### config.mk
export PLATFORM = sky130hd
export DESIGN_NAME = keypad_4x4_scan_debounce_unit
export DESIGN_NICKNAME = d
export VERILOG_FILES = /design/src/kscan_pkg.sv /design/src/kscan_decode.sv /design/src/kscan_state.sv /design/src/keypad_4x4_scan_debounce_unit.sv
export SDC_FILE = /design/constraint.sdc
export NUM_CORES = 1
export LEC_CHECK = 0
export BUFFER_PORTS_ARGS = -buffer_cell sky130_fd_sc_hd__buf_4
export CORE_MARGIN = 2
export CORE_UTILIZATION = 53
export CTS_BUF_LIST = sky130_fd_sc_hd__clkbuf_8
export DETAILED_ROUTE_END_ITERATION = 7
export PLACE_DENSITY = 0.75
export SYNTH_ARGS = -nofsm -noshare
export SYNTH_HDL_FRONTEND = slang
export SYNTH_SLANG_ARGS = --single-unit
### constraint.sdc
create_clock -name i_clk -period 6.9 [get_ports i_clk]
set_input_delay 1.035 -clock i_clk [delete_from_list [all_inputs] [get_ports i_clk]]
set_output_delay 1.035 -clock i_clk [all_outputs]
set_load 0.02 [all_outputs]
### src/kscan_pkg.sv
// Shared types, constants and key translation for the keypad scanner.
package kscan_pkg;

    localparam logic [7:0] KEY_NONE       = 8'd254;
    localparam logic [7:0] KEY_MULTI      = 8'd255;
    localparam logic [7:0] DEBOUNCE_RESET = 8'd20;

    typedef enum logic [1:0] {
        REQ_POLL  = 2'd0,
        REQ_READ  = 2'd1,
        REQ_FLUSH = 2'd2
    } t_req;

    typedef struct packed {
        logic       ready;
        logic [7:0] code;
    } t_kscan_res;

    function automatic logic [7:0] key_translate(input logic [7:0] k);
        logic [7:0] m;
        unique case (k[3:0])
            4'd0:    m = 8'h01;
            4'd1:    m = 8'h02;
            4'd2:    m = 8'h03;
            4'd3:    m = 8'h0C;
            4'd4:    m = 8'h04;
            4'd5:    m = 8'h05;
            4'd6:    m = 8'h06;
            4'd7:    m = 8'h0D;
            4'd8:    m = 8'h07;
            4'd9:    m = 8'h08;
            4'd10:   m = 8'h09;
            4'd11:   m = 8'h0E;
            4'd12:   m = 8'h0A;
            4'd13:   m = 8'h00;
            4'd14:   m = 8'h0B;
            default: m = 8'h0F;
        endcase
        if (k[7:4] != 4'd0) begin
            m = k;
        end
        return m;
    endfunction

endpackage

### src/kscan_decode.sv
// Decodes sampled row and column lines into a raw key code.
module kscan_decode
    import kscan_pkg::*;
(
    input  logic [3:0] i_rows_low,
    input  logic [3:0] i_cols_low,
    output logic [7:0] o_raw
);

    logic [1:0] w_row;
    logic [1:0] w_col;

    always_comb begin
        w_row = 2'd0;
        w_col = 2'd0;
        for (int i = 0; i < 4; i++) begin
            if (i_rows_low[i]) begin
                w_row = 2'(i);
            end
            if (i_cols_low[i]) begin
                w_col = 2'(i);
            end
        end
    end

    always_comb begin
        if (i_rows_low == 4'd0) begin
            o_raw = KEY_NONE;
        end else if (!$onehot(i_rows_low)) begin
            o_raw = KEY_MULTI;
        end else if (i_cols_low == 4'd0) begin
            o_raw = KEY_NONE;
        end else if (!$onehot(i_cols_low)) begin
            o_raw = KEY_MULTI;
        end else begin
            o_raw = {4'd0, w_row, w_col};
        end
    end

endmodule

### src/kscan_state.sv
// Debounce lock, current key, new-key flag and configuration register.
module kscan_state
    import kscan_pkg::*;
(
    input  logic       i_clk,
    input  logic       i_rst_n,
    input  logic       i_cfg_we,
    input  logic [7:0] i_cfg_wdata,
    input  logic       i_step,
    input  logic [1:0] i_req_type,
    input  logic [7:0] i_raw,
    output t_kscan_res o_res
);

    logic [7:0] r_cycles;
    logic [7:0] r_cur;
    logic       r_new;
    logic [7:0] r_lock;
    logic [7:0] n_cur;
    logic       n_new;
    logic [7:0] n_lock;
    logic [7:0] w_code;

    always_comb begin
        n_cur  = r_cur;
        n_new  = r_new;
        n_lock = r_lock;
        w_code = KEY_NONE;
        case (i_req_type)
            REQ_POLL: begin
                if (r_lock != 8'd0) begin
                    n_lock = r_lock - 8'd1;
                end else begin
                    n_cur = i_raw;
                    if (i_raw != KEY_NONE) begin
                        n_new = 1'b1;
                    end
                end
                if (i_raw == n_cur) begin
                    n_lock = r_cycles;
                end
                w_code = i_raw;
            end
            REQ_READ: begin
                if (r_new) begin
                    n_new  = 1'b0;
                    w_code = key_translate(r_cur);
                end
            end
            REQ_FLUSH: begin
                n_new = 1'b0;
            end
            default: begin
            end
        endcase
    end

    assign o_res.code  = w_code;
    assign o_res.ready = n_new;

    always_ff @(posedge i_clk) begin
        if (!i_rst_n) begin
            r_cycles <= DEBOUNCE_RESET;
            r_cur    <= 8'd0;
            r_new    <= 1'b0;
            r_lock   <= 8'd0;
        end else begin
            if (i_cfg_we) begin
                r_cycles <= i_cfg_wdata;
            end
            if (i_step) begin
                r_cur  <= n_cur;
                r_new  <= n_new;
                r_lock <= n_lock;
            end
        end
    end

endmodule

### src/keypad_4x4_scan_debounce_unit.sv
// Top level of the 4x4 keypad scanner with debounce.
//
// Each request on the slave stream carries a request kind in s_axis_tuser
// (poll, read or flush) and the sampled active-low row and column lines in
// s_axis_tdata. Every request yields exactly one result on the master
// stream: the key code in the low byte of m_axis_tdata and the new-key flag
// above it.
// A request is held in an input register, decoded and applied to the key
// state, and the result lands in an output register. The block takes one
// request per cycle as long as the receiver keeps up.
// When the receiver stalls, the output register holds its result and the
// input register takes one more request; s_axis_tready then drops until
// the result is taken.
// The user must write the debounce length through i_cfg_we and i_cfg_wdata
// only while the block is idle; the block does not enforce this.
// Synchronous reset empties both registers, clears the key state and
// loads a debounce length of 20.
module keypad_4x4_scan_debounce_unit
    import kscan_pkg::*;
(
    input  logic        i_clk,
    input  logic        i_rst_n,
    input  logic        i_cfg_we,
    input  logic [7:0]  i_cfg_wdata,
    input  logic        s_axis_tvalid,
    output logic        s_axis_tready,
    input  logic [7:0]  s_axis_tdata,   // rows_low[3:0], cols_low[7:4]
    input  logic [1:0]  s_axis_tuser,   // req_type[1:0]
    output logic        m_axis_tvalid,
    input  logic        m_axis_tready,
    output logic [15:0] m_axis_tdata    // key_code[7:0], key_ready[8], zero[15:9]
);

    logic       r_in_valid;
    logic [1:0] r_req;
    logic [3:0] r_rows;
    logic [3:0] r_cols;
    logic       r_out_valid;
    t_kscan_res r_res;
    logic       w_step;
    logic [7:0] w_raw;
    t_kscan_res w_res;

    assign w_step        = r_in_valid && (!r_out_valid || m_axis_tready);
    assign s_axis_tready = !r_in_valid || w_step;

    kscan_decode u_decode (
        .i_rows_low (r_rows),
        .i_cols_low (r_cols),
        .o_raw      (w_raw)
    );

    kscan_state u_state (
        .i_clk       (i_clk),
        .i_rst_n     (i_rst_n),
        .i_cfg_we    (i_cfg_we),
        .i_cfg_wdata (i_cfg_wdata),
        .i_step      (w_step),
        .i_req_type  (r_req),
        .i_raw       (w_raw),
        .o_res       (w_res)
    );

    always_ff @(posedge i_clk) begin
        if (!i_rst_n) begin
            r_in_valid  <= 1'b0;
            r_out_valid <= 1'b0;
        end else begin
            if (s_axis_tready) begin
                r_in_valid <= s_axis_tvalid;
            end
            if (w_step) begin
                r_out_valid <= 1'b1;
            end else if (m_axis_tready) begin
                r_out_valid <= 1'b0;
            end
        end
    end

    always_ff @(posedge i_clk) begin
        if (s_axis_tready && s_axis_tvalid) begin
            r_req  <= s_axis_tuser;
            r_rows <= s_axis_tdata[3:0];
            r_cols <= s_axis_tdata[7:4];
        end
        if (w_step) begin
            r_res <= w_res;
        end
    end

    assign m_axis_tvalid = r_out_valid;
    assign m_axis_tdata  = {7'd0, r_res.ready, r_res.code};

endmodule

==> metrics.sh <==
SYNTH_EDF_COUNT=19
SYNTH_SEQ_AREA_SHARE_PCT=43.1
IO_PINS=41
SYNTHTOPCELLSBYCOUNT='31 x dfxtp_1, 29 x nor2_1, 19 x edfxtp_1'
N_ANTENNA_CELL=0
DIEHEIGHT_UM=76.2
CRITICAL-PATH-TOP-DELAY-FAMILY='simple AND/OR/NAND/NOR gates'
YS_WARN_COUNT=0
MINIMUM_CLOCK_PERIOD_AFTER_LAYOUT_NS=3.42
GLOBALPLACE.CONGESTION=0.844
ANT_NETS=0
VIASPERCELL=5.67
SYNTH_TOP_FLOP_CELL='dfxtp_1'
PLACE_WORST_SETUP_SLACK_NS=3.17
HOLD_PATH_STARTPOINT='u_state.r_cycles[7]'
CLK-INSERTION-DELAY-LATE_NS=0.31
DRT_ITER0_MARKERS=235
CP_SLOWEST_STAGE_DELAY_NS=0.78
CLOCK-SINKS=50
SYNTH_MOST_COMMON_CELL='dfxtp_1'
YS_ASYNC_SR_FRACTION_PCT=0
CAP_VIOL_MAX_COUNT=0
TRITONCTS_CLOCK_TREE='yes'
CTS_SETUP_BUFFERS=0
GRT_PASS1_WL_MM=9.54
WORST_EP_REQUIRED_TIME_NS=7.08
CRITPATHSLOWESTCELL='nor2_1'
WORST_SLEW_PIN_SLEW_NS=0.853
GRT_ANTENNA_BEFORE_REPAIR=0
ROUTED_WIRE_LENGTH_PER_INSTANCE_UM=14.9
R2R_END='u_state.r_lock[4]'
HTREE_LEVELS=2
CTS.HOLD.BUFFERS_ADDED=0
POST_SYNTH_INST_COUNT=273
CTS_MAX_PATH_BUFFERS=2
YOSYSUNIQUECELLTYPES=62
PATH_CLK_SLEW_NS=0.09
TIMING.CRITICAL_PATH.TO_TYPE='register'
POWER.DENSITY_nW_PER_UM2=212
SYNTH_LARGEST_TYPE_AREA_FRACTION_PCT=22.5
TIMING.HOLD.WORST_PATH_DEPTH=2
PATH_CELLS='buf_4, nand2b_1, nand3_1, nor2_1, nor2_1, a311oi_1, inv_1, ha_1, xnor2_1, mux2i_1'
WIRELENGTH_MM=5.57
DRT_PRE_ANTENNA_ITERS=4
VIA_COUNT=2122
FINALSETUPVIOLATIONS=0
FINALHOLDVIOLATIONS=0
STATIC-LEAKAGE-POWER_nW=1.25
REG2REG_FROM='r_cols[3]'
DIEAREA_SQ_UM=5800
SYNTH_SEQ_CELLS=50
WORSTREGTOREGCELLS=10
FINAL.SETUP_SKEW_NS=0.0105
SYNTH.CELL_AREA_SQ_UM=2760
FP.COREAREA_SQ_UM=5070
SLEW_VIOLATIONS=0
AREA.GROWTH.SYNTH_TO_FINAL_PCT=12.5
START_UTIL_PCT=54.4
FINAL_ROUTED_DRC_VIOLATION_TOTAL=0
SYNTH_AREA_PER_CELL_SQ_UM=10.1
DP_HPWL_MM=4.12
CRITPATHLAUNCHTYPE='input port'
REG2REG_SLACK_NS=3.49
TIMING.SETUP.TNS_NS=0
SYNTH.TOP_CELLS.BY_AREA='dfxtp_1 22%, edfxtp_1 21%, ha_1 6.8%, mux2i_1 5.4%, nor2_1 3.9%'
PERIOD_SHARE_PCT=49.6
LARGEST_NET_DEGREE_AT_THE_START_OF_GLOBAL_ROUTING=20
FINALNETCOUNT=343
FINAL.SETUP.WORST_SLACK_NS=3.48
MAX_FREQ_MHz=292
FLOORPLAN.ROWS=26
CTS.ROOT.BUFFER_CELL='clkbuf_8'
SETUP_REPAIR_AFTER_GLOBAL_ROUTING_MISSED_ITS_MARGIN='no'
WORSTPATHARRIVAL_NS=3.61
PEAK_FANOUT_ALONG_THE_CRITICAL_PATH=15
TRITONCTS.NUM_BUFFERS=5
SYNTH_TOP_AREA_CELL='dfxtp_1'
NORMALIZED_MAX_SLEW_MARGIN_PCT=42.9
GLOBAL_ROUTER_S_OVERALL_RESOURCE_USAGE_PCT=20.5
IRDROPWORSTVDD_V=0.000161
DIE_WIDTH_UM=76.2
WORST-PATH-BUF-INV=2
NUMBER_OF_GLOBAL_ROUTE_VIAS_BEFORE_REPAIR=2065
FINAL_LAYOUT_SIZE_SUFFIX_GT1_SHARE_PCT=18.4
HOLD_CLASS='reg -> reg'
GR-TOTAL-OVERFLOW=0
MOST_COMMON_CELL_TYPE_ON_THE_CRITICAL_PATH='nor2_1'
HOLD_PATH_END='u_state.r_lock[7]'
BUFFER_PORTS.INSERTED=33
TIMING.SETUP.CRITICAL_PATH_CLASS='in -> reg'
STATUS='finished, final reports clean'
POST_CTS.RESIZED_INSTANCES=0
logic make-up (layout without fill, tap and decap cells):
group / after synthesis / in the layout / synth area share (%)
fa+ha+maj: 17 / 17 / 8.25
compound gates: 57 / 57 / 16.0
simple gates: 90 / 90 / 18.2
flops: 50 / 50 / 43.1
mux: 17 / 17 / 6.25
xor+xnor: 6 / 6 / 1.90
other cells: 1 / 7 / 0.136
buf+inv: 35 / 60 / 6.12
how the worst max path moves through the flow:
stage	startpoint	endpoint	slack, ns	cells past startpoint
floorplan	r_cols[3]	register	3.83	11
global placement	m_axis_tready	register	3.30	10
detailed placement	m_axis_tready	register	3.17	10
CTS	r_cols[3]	register	3.50	11
global route	m_axis_tready	register	3.17	10
finish	m_axis_tready	register	3.48	10
area by class of cell:
type / instances / area, sq um
fillers: 453 / 1970
inverters: 19 / 71.3
clock buffers: 5 / 68.8
clock inverters: 3 / 16.3
flip-flops and latches: 50 / 1190
multi-input cells: 194 / 1420
repair buffers: 33 / 248
well taps: 70 / 87.6
metal layers:
layer	global-route usage (%)	routed length, um	vias up
li1	-	-	1045
met1	27.6	2530	994
met2	32.1	2620	69
met3	3.91	290	14
met4	9.45	129	0
met5	0	0	-
stage by stage:
stage          area (sq um)  instances  hold WS [ns]  utilization [%]  power [mW]
5_1_grt                3110        374         0.498             61.2       0.694
3_3_place_gp           3020        366         0.459             59.5       0.491
3_5_place_dp           3020        366         0.467             59.5       0.495
6_report               3110        374         0.477             61.2       0.658
2_1_floorplan          2780        279         0.429                -       0.459
4_1_cts                3110        374         0.484             61.2       0.660
worst min-delay path, delay by kind of cell, from the launching register on:
kind,cells,cell delay (ns)
DFF,1,0.32
AOI/OAI and AO/OA,1,0.05
and+or+nand+nor,1,0.06
sequential cells by signal (all words and copies together) (netlist names), 2 cells and up, named ones only:
name and count:
u_state.r_cycles 8, m_axis_tdata 9, r_rows 4, r_cols 4, u_state.r_lock 8, u_state.r_cur 8
r_req 2
power breakdown:
part	internal [mW]	switching [mW]
logic	0.0614	0.0842
registers	0.326	0.0181
clock network	0.0696	0.0986
total	0.457	0.201
layout by cell type (no fill, tap or decap), types with 4 or more instances in the layout:
| master | instances |
|---|---|
| nor2_1 | 29 |
| nor3_1 | 4 |
| mux2i_1 | 15 |
| a21oi_1 | 11 |
| ha_1 | 15 |
| nand4_1 | 7 |
| nand3_1 | 7 |
| and3_1 | 4 |
| clkbuf_8 | 5 |
| o21a_1 | 4 |
| a211oi_1 | 6 |
| buf_4 | 33 |
| o211ai_1 | 6 |
| conb_1 | 7 |
| dfxtp_1 | 31 |
| nand2_1 | 13 |
| inv_1 | 17 |
| o21ai_0 | 4 |
| a22oi_1 | 4 |
| edfxtp_1 | 19 |
(Power assumes the default switching activity.)
